`src/txcid_pkg.sv`:
```
package txcid_pkg;

  localparam int unsigned LengthWidth  = 32;
  localparam int unsigned ChainIdWidth = 64;
  localparam int unsigned FifoDepth    = 2;

  // Parser phases.
  typedef enum logic [2:0] {
    PhStart,
    PhTypedHdr,
    PhOuterLen,
    PhItemHdr,
    PhItemLen,
    PhItemBody,
    PhDecided
  } phase_e;

  // Verdict codes.
  typedef enum logic [1:0] {
    VUnprot  = 2'd0,
    VProt    = 2'd1,
    VMal     = 2'd2,
    VDeposit = 2'd3
  } verdict_e;

  localparam logic [7:0] DepositByte = 8'h7E;

  // Summary of a finished frame, handed from the parser to the evaluator.
  typedef struct packed {
    phase_e     phase;
    logic [1:0] sticky;
    logic       outer_zero;
    logic       typed;
    logic       r_empty;
    logic       s_empty;
    logic [3:0] field_index;
    logic [63:0] scalar;
  } frame_sum_t;

endpackage

```
`src/txcid_if.sv`:
```
interface txcid_in_if;
  logic       valid;
  logic       ready;
  logic [7:0] data_byte;
  logic       has_byte;
  logic       frame_end;
  modport source (output valid, data_byte, has_byte, frame_end, input ready);
  modport sink (input valid, data_byte, has_byte, frame_end, output ready);
endinterface

interface txcid_out_if;
  logic        valid;
  logic        ready;
  logic [1:0]  verdict;
  logic [63:0] chain_id;
  modport source (output valid, verdict, chain_id, input ready);
  modport sink (input valid, verdict, chain_id, output ready);
endinterface

```
`src/txcid_parser.sv`:
```
module txcid_parser #(
  parameter int unsigned LENGTH_WIDTH = txcid_pkg::LengthWidth
) (
  input  logic                  clk_i,
  input  logic                  rst_ni,
  input  logic                  take_i,
  input  logic [7:0]            data_byte_i,
  input  logic                  has_byte_i,
  input  logic                  frame_end_i,
  output txcid_pkg::frame_sum_t sum_o
);

  txcid_pkg::phase_e phase_q, phase_d;
  logic [LENGTH_WIDTH-1:0] outer_q, outer_d, item_q, item_d, acc_q, acc_d;
  logic [3:0]  lbl_q, lbl_d, fidx_q, fidx_d;
  logic [7:0]  prefix_q, prefix_d;
  logic [63:0] scalar_q, scalar_d;
  logic [2:0]  tf_q, tf_d;
  logic [1:0]  sticky_q, sticky_d;

  // Working values of the combinational step.
  logic        typed, at_scalar, at_sig, len_ok, len_done;
  logic [LENGTH_WIDTH-1:0] acc_next, pl_len;
  logic        pl_go, pl_list;
  logic [7:0]  b;

  assign b = data_byte_i;

  always_comb begin
    phase_d  = phase_q;
    outer_d  = outer_q;
    item_d   = item_q;
    acc_d    = acc_q;
    lbl_d    = lbl_q;
    fidx_d   = fidx_q;
    prefix_d = prefix_q;
    scalar_d = scalar_q;
    tf_d     = tf_q;
    sticky_d = sticky_q;
    pl_go    = 1'b0;
    pl_list  = 1'b0;
    pl_len   = '0;
    typed     = tf_q[0];
    at_scalar = typed ? (fidx_q == 4'd0) : (fidx_q == 4'd6);
    at_sig    = !typed && (fidx_q == 4'd7 || fidx_q == 4'd8);
    // Long-form length byte: no leading zero and no overflow.
    len_ok   = !((acc_q == '0) && (b == 8'd0)) && (acc_q[LENGTH_WIDTH-1 -: 8] == 8'd0);
    acc_next = {acc_q[LENGTH_WIDTH-9:0], b};
    len_done = (lbl_q == 4'd1);

    if (has_byte_i) begin
      unique case (phase_q)
        txcid_pkg::PhDecided: ;
        txcid_pkg::PhStart, txcid_pkg::PhTypedHdr: begin
          if (phase_q == txcid_pkg::PhStart && b == txcid_pkg::DepositByte) begin
            phase_d = txcid_pkg::PhDecided;
            sticky_d = txcid_pkg::VDeposit;
          end else if (phase_q == txcid_pkg::PhStart && b != 8'd0 && b < 8'h80) begin
            tf_d[0] = 1'b1;
            phase_d = txcid_pkg::PhTypedHdr;
          end else if (b < 8'hC0) begin
            phase_d = txcid_pkg::PhDecided;
            sticky_d = txcid_pkg::VMal;
          end else if (b <= 8'hF7) begin
            outer_d = LENGTH_WIDTH'(b - 8'hC0);
            phase_d = txcid_pkg::PhItemHdr;
          end else begin
            lbl_d = 4'(b - 8'hF7);
            acc_d = '0;
            phase_d = txcid_pkg::PhOuterLen;
          end
        end
        txcid_pkg::PhOuterLen: begin
          if (!len_ok) begin
            phase_d = txcid_pkg::PhDecided;
            sticky_d = txcid_pkg::VMal;
          end else begin
            acc_d = acc_next;
            lbl_d = lbl_q - 4'd1;
            if (len_done) begin
              if (acc_next < LENGTH_WIDTH'(56)) begin
                phase_d = txcid_pkg::PhDecided;
                sticky_d = txcid_pkg::VMal;
              end else begin
                outer_d = acc_next;
                phase_d = txcid_pkg::PhItemHdr;
              end
            end
          end
        end
        default: begin
          // Inside the outer list.
          if (outer_q == '0) begin
            phase_d = txcid_pkg::PhDecided;
            sticky_d = txcid_pkg::VMal;
          end else begin
            outer_d = outer_q - 1'b1;
            if (phase_q == txcid_pkg::PhItemHdr) begin
              if (!typed && fidx_q >= 4'd9) begin
                phase_d = txcid_pkg::PhDecided;
                sticky_d = txcid_pkg::VMal;
              end else begin
                prefix_d = b;
                if (b < 8'h80) begin
                  if (at_scalar && b == 8'd0) begin
                    phase_d = txcid_pkg::PhDecided;
                    sticky_d = txcid_pkg::VMal;
                  end else begin
                    if (at_scalar) scalar_d = 64'(b);
                    if (fidx_q != 4'd15) fidx_d = fidx_q + 4'd1;
                    phase_d = txcid_pkg::PhItemHdr;
                  end
                end else if (b <= 8'hB7) begin
                  pl_go = 1'b1;
                  pl_len = LENGTH_WIDTH'(b - 8'h80);
                end else if (b <= 8'hBF) begin
                  lbl_d = 4'(b - 8'hB7);
                  acc_d = '0;
                  phase_d = txcid_pkg::PhItemLen;
                end else if (b <= 8'hF7) begin
                  pl_go = 1'b1;
                  pl_list = 1'b1;
                  pl_len = LENGTH_WIDTH'(b - 8'hC0);
                end else begin
                  lbl_d = 4'(b - 8'hF7);
                  acc_d = '0;
                  phase_d = txcid_pkg::PhItemLen;
                end
              end
            end else if (phase_q == txcid_pkg::PhItemLen) begin
              if (!len_ok) begin
                phase_d = txcid_pkg::PhDecided;
                sticky_d = txcid_pkg::VMal;
              end else begin
                acc_d = acc_next;
                lbl_d = lbl_q - 4'd1;
                if (len_done) begin
                  if (acc_next < LENGTH_WIDTH'(56)) begin
                    phase_d = txcid_pkg::PhDecided;
                    sticky_d = txcid_pkg::VMal;
                  end else begin
                    pl_go = 1'b1;
                    pl_list = prefix_q >= 8'hC0;
                    pl_len = acc_next;
                  end
                end
              end
            end else begin
              // Item body byte.
              if ((prefix_q == 8'h81 && b < 8'h80) ||
                  (at_scalar && scalar_q == 64'd0 && b == 8'd0)) begin
                phase_d = txcid_pkg::PhDecided;
                sticky_d = txcid_pkg::VMal;
              end else begin
                if (at_scalar) scalar_d = {scalar_q[55:0], b};
                item_d = item_q - 1'b1;
                if (item_q == LENGTH_WIDTH'(1)) begin
                  if (fidx_q != 4'd15) fidx_d = fidx_q + 4'd1;
                  phase_d = txcid_pkg::PhItemHdr;
                end
              end
            end
          end
        end
      endcase

      // Start of an item payload; outer_d already holds the decremented count.
      if (pl_go) begin
        if (pl_len > outer_d || (at_scalar && (pl_list || pl_len > LENGTH_WIDTH'(8))) ||
            (at_sig && pl_list)) begin
          phase_d = txcid_pkg::PhDecided;
          sticky_d = txcid_pkg::VMal;
        end else begin
          if (at_scalar) scalar_d = '0;
          if (at_sig && pl_len == '0) begin
            if (fidx_q == 4'd7) tf_d[1] = 1'b1;
            else tf_d[2] = 1'b1;
          end
          if (pl_len == '0) begin
            if (fidx_q != 4'd15) fidx_d = fidx_q + 4'd1;
            phase_d = txcid_pkg::PhItemHdr;
          end else begin
            item_d = pl_len;
            phase_d = txcid_pkg::PhItemBody;
          end
        end
      end
    end

    // Frame summary after this item's byte.
    sum_o.phase       = phase_d;
    sum_o.sticky      = sticky_d;
    sum_o.outer_zero  = (outer_d == '0);
    sum_o.typed       = tf_d[0];
    sum_o.r_empty     = tf_d[1];
    sum_o.s_empty     = tf_d[2];
    sum_o.field_index = fidx_d;
    sum_o.scalar      = scalar_d;
  end

  // State registers; a frame end clears the frame.
  always_ff @(posedge clk_i or negedge rst_ni) begin
    if (!rst_ni) begin
      phase_q  <= txcid_pkg::PhStart;
      outer_q  <= '0;
      item_q   <= '0;
      acc_q    <= '0;
      lbl_q    <= '0;
      fidx_q   <= '0;
      prefix_q <= '0;
      scalar_q <= '0;
      tf_q     <= '0;
      sticky_q <= '0;
    end else if (take_i) begin
      if (frame_end_i) begin
        phase_q  <= txcid_pkg::PhStart;
        outer_q  <= '0;
        item_q   <= '0;
        acc_q    <= '0;
        lbl_q    <= '0;
        fidx_q   <= '0;
        prefix_q <= '0;
        scalar_q <= '0;
        tf_q     <= '0;
        sticky_q <= '0;
      end else begin
        phase_q  <= phase_d;
        outer_q  <= outer_d;
        item_q   <= item_d;
        acc_q    <= acc_d;
        lbl_q    <= lbl_d;
        fidx_q   <= fidx_d;
        prefix_q <= prefix_d;
        scalar_q <= scalar_d;
        tf_q     <= tf_d;
        sticky_q <= sticky_d;
      end
    end
  end

endmodule

```
`src/txcid_fifo.sv`:
```
module txcid_fifo #(
  parameter int unsigned DEPTH = txcid_pkg::FifoDepth
) (
  input  logic                  clk_i,
  input  logic                  rst_ni,
  input  logic                  push_i,
  input  txcid_pkg::frame_sum_t data_i,
  output logic                  full_o,
  output logic                  empty_o,
  input  logic                  pop_i,
  output txcid_pkg::frame_sum_t data_o
);

  localparam int unsigned AW = (DEPTH > 1) ? $clog2(DEPTH) : 1;

  txcid_pkg::frame_sum_t mem_q [DEPTH];
  logic [AW-1:0] wp_q, rp_q;
  logic [AW:0]   cnt_q;

  assign full_o  = (cnt_q == (AW+1)'(DEPTH));
  assign empty_o = (cnt_q == '0);
  assign data_o  = mem_q[rp_q];

  // Storage for queued frame summaries.
  always_ff @(posedge clk_i) begin
    if (push_i) mem_q[wp_q] <= data_i;
  end

  // Pointers and fill count.
  always_ff @(posedge clk_i or negedge rst_ni) begin
    if (!rst_ni) begin
      wp_q  <= '0;
      rp_q  <= '0;
      cnt_q <= '0;
    end else begin
      if (push_i) wp_q <= (wp_q == AW'(DEPTH - 1)) ? '0 : wp_q + 1'b1;
      if (pop_i)  rp_q <= (rp_q == AW'(DEPTH - 1)) ? '0 : rp_q + 1'b1;
      cnt_q <= cnt_q + (AW+1)'(push_i) - (AW+1)'(pop_i);
    end
  end

endmodule

```
`src/txcid_eval.sv`:
```
module txcid_eval #(
  parameter int unsigned CHAIN_ID_WIDTH = txcid_pkg::ChainIdWidth
) (
  input  logic                  clk_i,
  input  logic                  rst_ni,
  input  logic                  in_valid_i,
  input  txcid_pkg::frame_sum_t sum_i,
  output logic                  in_ready_o,
  txcid_out_if.source           out
);

  logic [1:0]  verdict_d, verdict_q;
  logic [63:0] cid_d, cid_q, vsub;
  logic        valid_q, fits, vfits;

  assign vsub  = (sum_i.scalar - 64'd35) >> 1;
  assign fits  = (CHAIN_ID_WIDTH >= 64) ? 1'b1 :
                 ((sum_i.scalar >> CHAIN_ID_WIDTH) == 64'd0);
  assign vfits = (CHAIN_ID_WIDTH >= 64) ? 1'b1 : ((vsub >> CHAIN_ID_WIDTH) == 64'd0);

  // Final verdict of a frame.
  always_comb begin
    verdict_d = txcid_pkg::VMal;
    cid_d = '0;
    if (sum_i.phase == txcid_pkg::PhDecided) begin
      verdict_d = sum_i.sticky;
    end else if (sum_i.phase != txcid_pkg::PhItemHdr || !sum_i.outer_zero) begin
      verdict_d = txcid_pkg::VMal;
    end else if (sum_i.typed) begin
      if (sum_i.field_index != 4'd0 && fits) begin
        verdict_d = txcid_pkg::VProt;
        cid_d = sum_i.scalar;
      end
    end else if (sum_i.field_index == 4'd6) begin
      verdict_d = txcid_pkg::VUnprot;
    end else if (sum_i.field_index == 4'd9) begin
      if (sum_i.r_empty && sum_i.s_empty) begin
        if (fits) begin
          verdict_d = txcid_pkg::VProt;
          cid_d = sum_i.scalar;
        end
      end else if (!sum_i.r_empty && !sum_i.s_empty) begin
        if (sum_i.scalar == 64'd27 || sum_i.scalar == 64'd28) begin
          verdict_d = txcid_pkg::VUnprot;
        end else if (sum_i.scalar >= 64'd35 && vfits) begin
          verdict_d = txcid_pkg::VProt;
          cid_d = vsub;
        end
      end
    end
  end

  assign in_ready_o = !valid_q || out.ready;

  // Output register.
  always_ff @(posedge clk_i or negedge rst_ni) begin
    if (!rst_ni) begin
      valid_q <= 1'b0;
    end else if (in_ready_o) begin
      valid_q <= in_valid_i;
    end
  end

  always_ff @(posedge clk_i) begin
    if (in_ready_o && in_valid_i) begin
      verdict_q <= verdict_d;
      cid_q     <= cid_d;
    end
  end

  assign out.valid    = valid_q;
  assign out.verdict  = verdict_q;
  assign out.chain_id = cid_q;

endmodule

```
`src/tx_envelope_chain_id_classifier_top.sv`:
```
// Channel | Dir | Payload
// in_ch   | in  | data_byte[7:0], has_byte, frame_end
// out_ch  | out | verdict[1:0], chain_id[63:0]
//
// One input transfer per cycle while the queue is not full; the parser updates its counters
// in the cycle of the transfer. A frame end pushes a summary into a two-entry queue; the
// evaluator registers the verdict, and offers a result once its output register is free.
// Input stalls whenever the queue is full, which happens only while results back up.
// Reset (rst_ni low) clears the parser, the queue and the output register at once.
module tx_envelope_chain_id_classifier_top #(
  parameter int unsigned LENGTH_WIDTH   = txcid_pkg::LengthWidth,
  parameter int unsigned CHAIN_ID_WIDTH = txcid_pkg::ChainIdWidth
) (
  input  logic         clk_i,
  input  logic         rst_ni,
  txcid_in_if.sink     in_ch,
  txcid_out_if.source  out_ch
);

  txcid_pkg::frame_sum_t sum, q_sum;
  logic take, full, empty, ev_ready;

  assign in_ch.ready = !full;
  assign take = in_ch.valid && in_ch.ready;

  txcid_parser #(.LENGTH_WIDTH(LENGTH_WIDTH)) u_parser (
    .clk_i, .rst_ni,
    .take_i(take),
    .data_byte_i(in_ch.data_byte),
    .has_byte_i(in_ch.has_byte),
    .frame_end_i(in_ch.frame_end),
    .sum_o(sum)
  );

  txcid_fifo u_fifo (
    .clk_i, .rst_ni,
    .push_i(take && in_ch.frame_end),
    .data_i(sum),
    .full_o(full),
    .empty_o(empty),
    .pop_i(!empty && ev_ready),
    .data_o(q_sum)
  );

  txcid_eval #(.CHAIN_ID_WIDTH(CHAIN_ID_WIDTH)) u_eval (
    .clk_i, .rst_ni,
    .in_valid_i(!empty),
    .sum_i(q_sum),
    .in_ready_o(ev_ready),
    .out(out_ch)
  );

endmodule

```
`src/flat_wrapper.sv`:
```
// flat-port wrapper written by rule: the top's interface ports become plain ports
module tx_envelope_chain_id_classifier_top_flat 
#(
  parameter int unsigned LENGTH_WIDTH   = txcid_pkg::LengthWidth,
  parameter int unsigned CHAIN_ID_WIDTH = txcid_pkg::ChainIdWidth
)
  (clk_i, rst_ni, in_ch_valid, in_ch_data_byte, in_ch_has_byte, in_ch_frame_end, in_ch_ready, out_ch_valid, out_ch_verdict, out_ch_chain_id, out_ch_ready);
  txcid_in_if in_ch_i ();
  txcid_out_if out_ch_i ();
  input  logic clk_i;
  input  logic rst_ni;
  input wire logic [$bits(in_ch_i.valid)-1:0] in_ch_valid;
  input wire logic [$bits(in_ch_i.data_byte)-1:0] in_ch_data_byte;
  input wire logic [$bits(in_ch_i.has_byte)-1:0] in_ch_has_byte;
  input wire logic [$bits(in_ch_i.frame_end)-1:0] in_ch_frame_end;
  output wire logic [$bits(in_ch_i.ready)-1:0] in_ch_ready;
  output wire logic [$bits(out_ch_i.valid)-1:0] out_ch_valid;
  output wire logic [$bits(out_ch_i.verdict)-1:0] out_ch_verdict;
  output wire logic [$bits(out_ch_i.chain_id)-1:0] out_ch_chain_id;
  input wire logic [$bits(out_ch_i.ready)-1:0] out_ch_ready;
  assign in_ch_i.valid = in_ch_valid;
  assign in_ch_i.data_byte = in_ch_data_byte;
  assign in_ch_i.has_byte = in_ch_has_byte;
  assign in_ch_i.frame_end = in_ch_frame_end;
  assign in_ch_ready = in_ch_i.ready;
  assign out_ch_valid = out_ch_i.valid;
  assign out_ch_verdict = out_ch_i.verdict;
  assign out_ch_chain_id = out_ch_i.chain_id;
  assign out_ch_i.ready = out_ch_ready;
  tx_envelope_chain_id_classifier_top #(.LENGTH_WIDTH(LENGTH_WIDTH), .CHAIN_ID_WIDTH(CHAIN_ID_WIDTH)) u_core (.clk_i(clk_i), .rst_ni(rst_ni), .in_ch(in_ch_i), .out_ch(out_ch_i));
endmodule
```
`config.mk`:
```
export PLATFORM = sky130hd
export DESIGN_NAME = tx_envelope_chain_id_classifier_top_flat
export DESIGN_NICKNAME = d
export VERILOG_FILES = /design/src/txcid_pkg.sv /design/src/txcid_if.sv /design/src/txcid_parser.sv /design/src/txcid_fifo.sv /design/src/txcid_eval.sv /design/src/tx_envelope_chain_id_classifier_top.sv /design/src/flat_wrapper.sv
export SDC_FILE = /design/constraint.sdc
export NUM_CORES = 1
export LEC_CHECK = 0
export ABC_CLOCK_PERIOD_IN_PS = 6350
export BUFFER_PORTS_ARGS = -buffer_cell sky130_fd_sc_hd__buf_2
export CORE_UTILIZATION = 50
export DETAILED_ROUTE_END_ITERATION = 10
export GPL_TIMING_DRIVEN = 0
export HOLD_SLACK_MARGIN = 0.08
export PLACE_DENSITY = 0.66
export SYNTH_ARGS = -nofsm -noshare
export SYNTH_HDL_FRONTEND = slang
export SYNTH_SLANG_ARGS = --single-unit
```
`constraint.sdc`:
```
create_clock -name clk_i -period 6.35 [get_ports clk_i]
set_clock_uncertainty 0.1 [all_clocks]
set_input_delay 0.635 -clock clk_i [delete_from_list [all_inputs] [get_ports clk_i]]
set_output_delay 0.635 -clock clk_i [all_outputs]
set_load 0.05 [all_outputs]
```
# Word-level counts from Yosys, hierarchy flattened
# Memory sizes are Yosys's and may differ from the RTL's.
# Index checks and enable logic that the tools add are counted.
[classes]
add_sub_neg = 13
multipliers = 0
div_mod_pow = 0
order_cmp = 11
eq_ne = 31
n_shift = 0
n_mux = 204
n_bitwise = 0
n_reduce_logical = 56
[op_table]
columns = ["operator", "n"]
rows = [
  ["$mux 32", 48],
  ["$mux 64", 20],
  ["$pmux 32 s3", 2],
  ["$mux 63", 3],
  ["$eq 64x5->1 const B", 2],
  ["$logic_not 32->1", 4],
  ["$mux 4", 30],
  ["$mux 3", 27],
  ["$ge 64x6->1 const B", 1],
  ["$logic_not 64->1", 1],
  ["$sub 32x1->32 const B", 2],
  ["$sub 64x6->64 const B", 1],
  ["$mux 2", 30],
  ["$mux 8", 6],
  ["$mux 1", 35],
  ["$eq 32x1->1 const B", 1],
  ["$gt 32x32->1", 1],
  ["$gt 32x4->1 const B", 1],
  ["$lt 32x6->1 const B", 1],
  ["$le 8x8->1 const B", 3],
  ["$logic_and 1x1->1", 19],
  ["$sub 8x8->9 const B", 2],
  ["$logic_not 8->1", 2],
  ["$lt 8x8->1 const B", 2],
  ["other kinds (41)", 71],
]
[totals]
ff_bits = 255
latchBits = 0
ram_bits = 154
rom_bits = 0
inputBits = 14
output_inout_bits = 68
elab_cells = 332
mem_count = 1
[memory_table]
columns = ["name", "words", "word_bits", "rd", "rd_clocked_by_memory_dff", "wr", "line", "rtl"]
rows = [
  ["u_core.u_fifo.mem_q", 2, 77, 1, 0, 1, "txcid_fifo.sv:16", "txcid_pkg::frame_sum_t mem_q [DEPTH];"],
]

# Longest topological paths before layout
# Gate-level depths: netlist of run 1.
[logic_depth]
ltp_word = 19
ltp_mapped = 26
mapped_depth_nobuf = 21

# Cells and area by module
# From an unflattened synthesis of run 1, not the netlist that was laid out.
[unflattened]
hier_cells = 2383
hier_area_um2 = 24243.3
[by_module_without_submodules]
columns = ["mod", "instances", "cells_each", "area_each_um2", "seq_area_each_um2"]
rows = [
  ["txcid_parser", 1, 1647, 13917.1, 4604.4],
  ["txcid_fifo", 1, 255, 5833.1, 4724.5],
  ["txcid_eval", 1, 476, 4464.3, 2006.9],
  ["tx_envelope_chain_id_classifier_top", 1, 5, 28.8, 0.0],
]

# Worst setup path before layout of run 1
# Ideal clock, no wire load.
[synth_path]
path_type = "in2reg"
start = "input port in_ch_data_byte[6]"
end = "register u_core.u_parser.scalar_q[32]"
setup_ps = 121
arrival_ps = 5414
required_time_ps = 6129
slack_ps = 715
stages = 23
path_buffers = 4
cell_sequence = "clkbuf_1 > inv_1 > ha_1 > and4bb_1 > a22o_1 > a311oi_1 > clkbuf_1 > nor2_1 > o21ai_0 > o21ai_0 > ha_1 > nand4_1 > nor4_1 > nand2b_1 > a31oi_1 > nor3b_1 > nand2_1 > nor4_2 > buf_4 > buf_6 > a21oi_1 > o22a_1 > a22o_1"
[synth_lines]
columns = ["element", "line", "rtl"]
rows = [
  ["start, declared", "flat_wrapper.sv:13", "input wire logic [$bits(in_ch_i.data_byte)-1:0] in_ch_data_byte;"],
  ["end signal, assigned", "txcid_parser.sv:234", "scalar_q <= scalar_d;"],
  ["end, declared", "txcid_parser.sv:17", "logic [63:0] scalar_q, scalar_d;"],
]

==> impl_metrics.csv, run 1 <==
group,metric,value,unit
clock_network,clock_sinks,409,
power_and_ir_drop,p_clk_share,21.8,%
sta,finalCritPeriodShare,98.6,%
detailed_routing,drt_wl_total,92400,um
sta,fmax,160,MHz
floorplanning,core,48800,um^2
layout,num_antenna_cells,0,
floorplanning,initial_core_util,50.5,%
power_and_ir_drop,intPower,7.04,mW
sta,hold_viol,0,
logic_synthesis,synthCells,2622,
logic_synthesis,synth_cell_type_count,87,
sta,drv_slew,0,
detailed_routing,num_vias,23000,
critical_path,worstReg2RegEnd,"u_core.u_fifo.mem_q[1][73]$_DFFE_PP_",
worst_hold_path,hp-start,"out_ch_ready",
grt,grt_max_degree,114,
clock_network,cts_tree,"built",
critical_path,arrival,6.52,ns
layout,area_growth,14.1,%
power_and_ir_drop,peakVddDrop,0.266,mV
clock_network,clock_latency,0.63,ns
floorplanning,rows,81,
floorplanning,die_x,224,um
layout,drive_gt1_share,12.2,%
layout,postLayoutCellArea,28100,um^2
layout,final_cell_mix,"nor2_1 (262), edfxtp_1 (220), a21oi_1 (219)",
power_and_ir_drop,p_leak,10.9,nW
detailed_routing,drtPass1Iterations,7,
critical_path,cp_slowest_stage_delay,0.53,ns
logic_synthesis,synth_edf_count,220,
power_and_ir_drop,p_switching,6.39,mW
sta,slew_headroom,4.05,%
grt,track_usage,36.3,%
worst_hold_path,hold_path.class,"in -> reg",
layout,mostFrequentLayoutCell,"nor2_1",
power_and_ir_drop,p_per_area,477,nW/um^2
detailed_routing,ant_nets,0,
sta,min_period,6.26,ns
logic_synthesis,synth_warnings,0,
critical_path,slowest_stage,"clkbuf_1",
logic_synthesis,seq_area_frac_synth,45.9,%
grt,antenna_found_initial,0,
clock_network,numCtsBuffers,47,
logic_synthesis,avgSynthCellArea,9.41,um^2
clock_network,clk_path_buf_depth,3,
power_and_ir_drop,pwr-share-comb,50.9,%
clock_network,clk_pin_slew,0.07,ns
sta,grt_setup_unrepaired,"true",
grt,grt-ovfl-total,0,
grt,grt_first_pass_wirelength,136000,um
power_and_ir_drop,p_seq_share,27.3,%
detailed_routing,wire_per_inst,26.7,um
critical_path,worst-path-max-fanout,10,
detailed_routing,viasPerCell,6.64,
status,status,"completed",
power_and_ir_drop,p_sw_share,47.6,%
layout,final_nets,2831,
sta,fin_setup_tns,0,ns
critical_path,path_cells,"clkbuf_1, nand3b_1, nor3b_2, o211ai_1, nand2b_2, clkbuf_2, clkbuf_2, nor2_1, ha_1, nand4_1, nor4_4, buf_4, nand2b_1, a31oi_1, nor3b_1, nand2_1, o21ai_2, clkbuf_4, o21ai_0, a21o_1",
sta,tightest_slew,1.43,ns
floorplanning,die-area,50200,um^2
critical_path,crit_top_cell,"clkbuf_2",
grt,grt_pass1_vias,21900,
detailed_routing,drt-initial-drc-count,2771,
worst_hold_path,holdPathStages,2,
floorplanning,io_pins,82,
flow_run,max_cap_violations,0,
detailed_routing,remaining_drc_errors,0,
critical_path,rr_startpoint,"u_core.u_parser.phase_q[0]$_DFFE_PN0P_",
placed_design,io_buffers,80,
clock_network,htreeDepth,2,
clock_network,cts_root_buffer,"clkbuf_16",
logic_synthesis,synth.ff_latch_count,409,
critical_path,start_kind,"flop",
logic_synthesis,syn_nets,2691,
critical_path,ff2ff_path_depth,20,
critical_path,cp.required,6.61,ns
worst_hold_path,hold_end,"u_core.u_eval.out.valid$_DFFE_PN0N_",
logic_synthesis,async_flop_share,46.2,%
logic_synthesis,ys.flop_type,"edfxtp_1",
sta,final-setup-viol-count,0,
critical_path,regToRegSetupSlack,0.09,ns
placed_design,gp_congestion,1.02,
logic_synthesis,netlist_area,24700,um^2
floorplanning,die_height,224,um
placed_design,hpwlAfterDp,68900,um
critical_path,cp-end-kind,"flop",
critical_path,worst-setup-path-type,"reg -> reg",
placed_design,dpl-instance-area,26100,um^2
flip-flops by register name, indices dropped and copies added (netlist names), 4 cells and up:
signal,count
u_core.u_eval.out.chain_id,64
u_core.u_parser.prefix_q,8
u_core.u_parser.scalar_q,64
u_core.u_parser.fidx_q,4
u_core.u_parser.outer_q,32
u_core.u_fifo.mem_q,154
u_core.u_parser.acc_q,32
u_core.u_parser.item_q,32
u_core.u_parser.lbl_q,4
power groups by stage:
stage               logic [mW]  clock network [mW]  registers, mW
finish                    6.84                2.93           3.67
global route              7.24                3.06           3.71
CTS                       6.61                2.97           3.63
detailed placement        6.48                   0           3.67
global placement          6.38                   0           3.71
floorplan                 3.93                   0           4.10
stage by stage:
step / util (%) / hold WS, ns / total power [mW] / std cells / worst slack [ns]
2_1_floorplan: - / 0.239 / 8.03 / 2622 / 0.715
3_3_place_gp: 53.0 / 0.366 / 10.1 / 3366 / -3.39
3_5_place_dp: 53.4 / 0.379 / 10.1 / 3373 / -2.28
4_1_cts: 57.3 / 0.103 / 13.2 / 3461 / 0.00236
5_1_grt: 57.6 / 0.123 / 14.0 / 3465 / -0.0414
6_report: 57.6 / 0.118 / 13.4 / 3465 / 0.0867
synthesized netlist by cell type (17+ instances only):
library cell	number	share of area, %
xnor2_1	37	1.3
dfrtp_1	189	19
edfxtp_1	220	27
o22ai_1	38	0.96
nor3b_1	19	0.58
mux2_2	38	1.7
nand2_1	191	2.9
o21ai_1	25	0.51
or2_2	18	0.46
o31ai_1	37	1.1
and3_1	24	0.61
a221oi_1	20	0.71
inv_1	45	0.68
clkbuf_1	152	2.3
buf_2	28	0.57
or3_1	18	0.46
nor2b_1	17	0.43
o22a_1	58	2.1
a21o_1	19	0.58
a21oi_1	220	4.5
mux2i_1	49	2.0
nor3_1	82	1.7
xor2_1	18	0.64
a22o_1	111	3.9
nor2_1	265	4.0
nand3_1	64	1.3
nor4_1	61	1.5
ha_1	55	2.8
o21ai_0	191	3.9
a31oi_1	18	0.46
nand2b_1	17	0.43
a22oi_1	43	1.3
nand4_1	28	0.71
critical path, delay by kind of cell, from the launching register on:
| family | cells | cell delay (ns) |
|---|---|---|
| adders and majority gates | 1 | 0.14 |
| DFF | 1 | 0.38 |
| buffers and inverters | 5 | 1.53 |
| and+or+nand+nor | 9 | 2.72 |
| AOI/OAI and AO/OA | 5 | 1.10 |
worst max-delay path by stage:
stage | from | end
after floorplan | in_ch_data_byte[6] | u_core.u_parser.scalar_q[32]$_DFFE_PN0P_
after global placement | in_ch_data_byte[0] | u_core.u_fifo.mem_q[0][73]$_DFFE_PP_
after detailed placement | in_ch_data_byte[0] | u_core.u_fifo.mem_q[1][73]$_DFFE_PP_
after CTS | in_ch_data_byte[0] | u_core.u_parser.scalar_q[33]$_DFFE_PN0P_
after global routing | in_ch_data_byte[7] | u_core.u_fifo.mem_q[0][73]$_DFFE_PP_
final | u_core.u_parser.phase_q[0]$_DFFE_PN0P_ | u_core.u_fifo.mem_q[1][73]$_DFFE_PP_
metal layers:
layer	track usage (%)	part of all wire, %	vias to the layer above
li1	-	-	10300
met1	43.3	38	11000
met2	60.0	47	1326
met3	5.54	7.6	348
met4	26.3	8.0	0
met5	0	0	-
repair_timing:
item                       CTS  global route
hold endpoints to repair    76             0
hold buffers                 1             0
setup endpoints to repair  322           270
gates resized for setup     58            34
gates cloned                 0             0
pin swaps                    5             2
buffers inserted             5             6
cell families after synthesis:
logic type                 Yosys count  synth area share, %
and+or+nand+nor                    859                 16.9
xor gates and xnor gates            55                 1.95
buffers and inverters              240                 3.90
muxes                               87                 3.72
DFF                                409                 45.9
AOI/OAI and AO/OA                  917                 24.8
adders and majority gates           55                 2.79
final cells by class:
| type | count | area, um^2 |
|---|---|---|
| plain buffers | 181 | 810 |
| repair buffers | 100 | 663 |
| flip-flops and latches | 409 | 11300 |
| fillers | 4356 | 20700 |
| clock buffers | 57 | 1310 |
| multi-input cells | 1973 | 12600 |
| well taps | 664 | 831 |
| inverters | 50 | 195 |
| clock inverters | 31 | 377 |
Power figures use the tool's default switching activity.
==> run 2: changes to the inputs <==
- CORE_UTILIZATION: 50 -> 43
- PLACE_DENSITY: 0.66 -> not set
==> run 2 against run 1 <==
Utilization shrank 7.7 points. Clock-buffer cell count stayed put. Sequential cell count stayed put. The flow now finishes with violations (max-capacitance violations). First-iteration DRC count down 23%. Critical path type unchanged. Clock power shrank 3%. Register-to-register slack worse by 0.03 ns. Global-route usage is 5.2 points lower. Largest power group unchanged. Combinational power increased by 0.6%. Critical path depth grew 2. Power decreased by 0.57%. Non-clock buffer count shrank 1. Cell count increased by 2.7%.
==> impl_metrics.csv, run 2 (synthesis results as in run 1) <==
group,metric,value,unit
critical_path,path_cells,"clkbuf_1, nor4_2, and4_1, buf_2, nand3_1, clkbuf_1, nand2_1, or4_1, xor2_1, a21o_1, ha_1, nand4_1, nor4_4, buf_4, nand2b_1, a31oi_1, nor3b_1, nand2_1, o21ai_2, clkbuf_2, o21ai_0, mux2i_1",
sta,finalCritPeriodShare,99.0,%
critical_path,cp-end-kind,"flop",
placed_design,dpl-instance-area,26200,um^2
detailed_routing,ant_nets,0,
floorplanning,rows,87,
detailed_routing,viasPerCell,6.44,
grt,grt_max_degree,97,
layout,largest_reg_flops,154,
layout,postLayoutCellArea,28200,um^2
sta,final.setup.worst_slack,0.0609,ns
floorplanning,core,56500,um^2
power_and_ir_drop,p_seq_share,27.2,%
status,violations,"max-capacitance violations",
layout,fin_cells,3558,
clock_network,clock_latency,0.63,ns
power_and_ir_drop,p_leak,10.9,nW
grt,antenna_found_initial,0,
power_and_ir_drop,p_per_area,474,nW/um^2
clock_network,clk_path_buf_depth,3,
layout,num_antenna_cells,0,
power_and_ir_drop,p_sw_share,47.7,%
critical_path,worst-path-max-fanout,10,
grt,grt-ovfl-total,0,
layout,final_nets,2831,
power_and_ir_drop,intPower,6.99,mW
power_and_ir_drop,p_total,13.4,mW
detailed_routing,remaining_drc_errors,0,
clock_network,numCtsBuffers,48,
clock_network,clock_sinks,409,
sta,slew_headroom,2.09,%
power_and_ir_drop,peakVddDrop,0.363,mV
detailed_routing,drt_wl_total,92700,um
clock_network,htreeDepth,2,
floorplanning,die-area,58400,um^2
sta,hold_viol,0,
critical_path,start_kind,"flop",
flow_run,max_cap_violations,1,
grt,track_usage,31.1,%
layout,mostFrequentLayoutCell,"nor2_1",
detailed_routing,num_vias,22900,
clock_network,cts_root_buffer,"clkbuf_16",
grt,grt_first_pass_wirelength,138000,um
layout,drive_gt1_share,11.8,%
sta,fin_setup_tns,0,ns
power_and_ir_drop,pwr-share-comb,51.5,%
detailed_routing,drt-initial-drc-count,2129,
worst_hold_path,holdPathStages,2,
layout,area_growth,14.3,%
placed_design,dp_slack,-2.30,ns
placed_design,io_buffers,80,
clock_network,cts_tree,"built",
sta,tightest_slew,1.46,ns
critical_path,slowest_stage,"clkbuf_1",
status,status,"complete, but fails checks",
power_and_ir_drop,p_switching,6.37,mW
clock_network,clk_pin_slew,0.07,ns
critical_path,worst-setup-path-type,"reg -> reg",
worst_hold_path,hold_path.class,"in -> reg",
layout,regMostFlops,"u_core.u_fifo.mem_q",
floorplanning,die_height,242,um
critical_path,cp.required,6.67,ns
sta,final-setup-viol-count,0,
critical_path,ff2ff_path_depth,22,
placed_design,hpwlAfterDp,69800,um
floorplanning,die_x,242,um
critical_path,arrival,6.61,ns
detailed_routing,wire_per_inst,26.1,um
critical_path,cp_slowest_stage_delay,0.50,ns
floorplanning,io_pins,82,
grt,grt_pass1_vias,22200,
sta,min_period,6.29,ns
power_and_ir_drop,p_clk_share,21.3,%
placed_design,post-place-cells,3465,
sta,drv_slew,0,
floorplanning,initial_core_util,43.7,%
layout,final_cell_mix,"nor2_1 (263), edfxtp_1 (220), a21oi_1 (219)",
detailed_routing,drtPass1Iterations,6,
sta,fmax,159,MHz
placed_design,gp_congestion,0.979,
==> run 2: changes by cell type in the layout (fill, tap and decap cells not counted), sizes merged <==
cell      delta
buf          -1
bufinv       -1
clkinv       +8
clkinvlp     -4
inv          -1
==> run 2: power groups by stage <==
stage	clock network [mW]	registers, mW	logic, mW
6_report	2.85	3.64	6.88
5_1_grt	2.97	3.68	7.29
4_1_cts	2.89	3.62	6.62
3_5_place_dp	0	3.67	6.49
3_3_place_gp	0	3.71	6.39
2_1_floorplan	0	4.10	3.93
==> run 2: final timing paths <==
kind	startpoint	end	slack, ns
max in group asynchronous	rst_ni	u_core.u_parser.scalar_q[21]$_DFFE_PN0P_	4.62
max	u_core.u_parser.outer_q[15]$_DFFE_PN0P_	u_core.u_fifo.mem_q[1][74]$_DFFE_PP_	0.06
min in group asynchronous	rst_ni	u_core.u_parser.item_q[25]$_DFFE_PN0P_	0.55
min reg2reg	u_core.u_parser.sticky_q[0]$_DFFE_PN0P_	u_core.u_parser.sticky_q[0]$_DFFE_PN0P_	0.39
min	out_ch_ready	u_core.u_eval.out.valid$_DFFE_PN0N_	0.13
max reg2reg	u_core.u_parser.outer_q[15]$_DFFE_PN0P_	u_core.u_fifo.mem_q[1][74]$_DFFE_PP_	0.06
==> run 2: repair_timing <==
action | 4_1_cts | 5_1_grt
pin swaps | 4 | 2
hold endpoints to repair | 95 | 0
buffers inserted | 5 | 5
resized for setup | 52 | 33
hold buffers | 1 | 0
setup endpoints to repair | 322 | 252
==> run 2: layout make-up <==
class / count / area (um^2)
clock buffer: 57 / 1260
timing repair buffer: 98 / 649
sequential: 409 / 11300
buffer: 182 / 798
tap: 756 / 946
clock inverter: 33 / 359
inverter: 50 / 191
fill: 5343 / 28300
multi-input combinational: 1973 / 12700
==> run 2: critical path: cells and delay by family (launching register included) <==
family          cells  cell delay, ns
simple gates       10            2.41
buf+inv             5            1.60
compound gates      4            0.85
mux                 1            0.34
flops               1            0.33
fa+ha+maj           1            0.29
xor+xnor            1            0.18
==> run 2: stage by stage <==
stage          hold slack, ns  util (%)
2_1_floorplan           0.239         -
3_3_place_gp            0.367      46.1
3_5_place_dp            0.374      46.4
4_1_cts                 0.110      49.6
5_1_grt                 0.131      49.9
6_report                0.128      49.9
==> run 2: per-layer routing <==
metal  track usage, %  routed length (um)
met5                0                   0
met4             21.7                6730
met3             4.24                5880
met2             51.6               43700
met1             37.6               36400
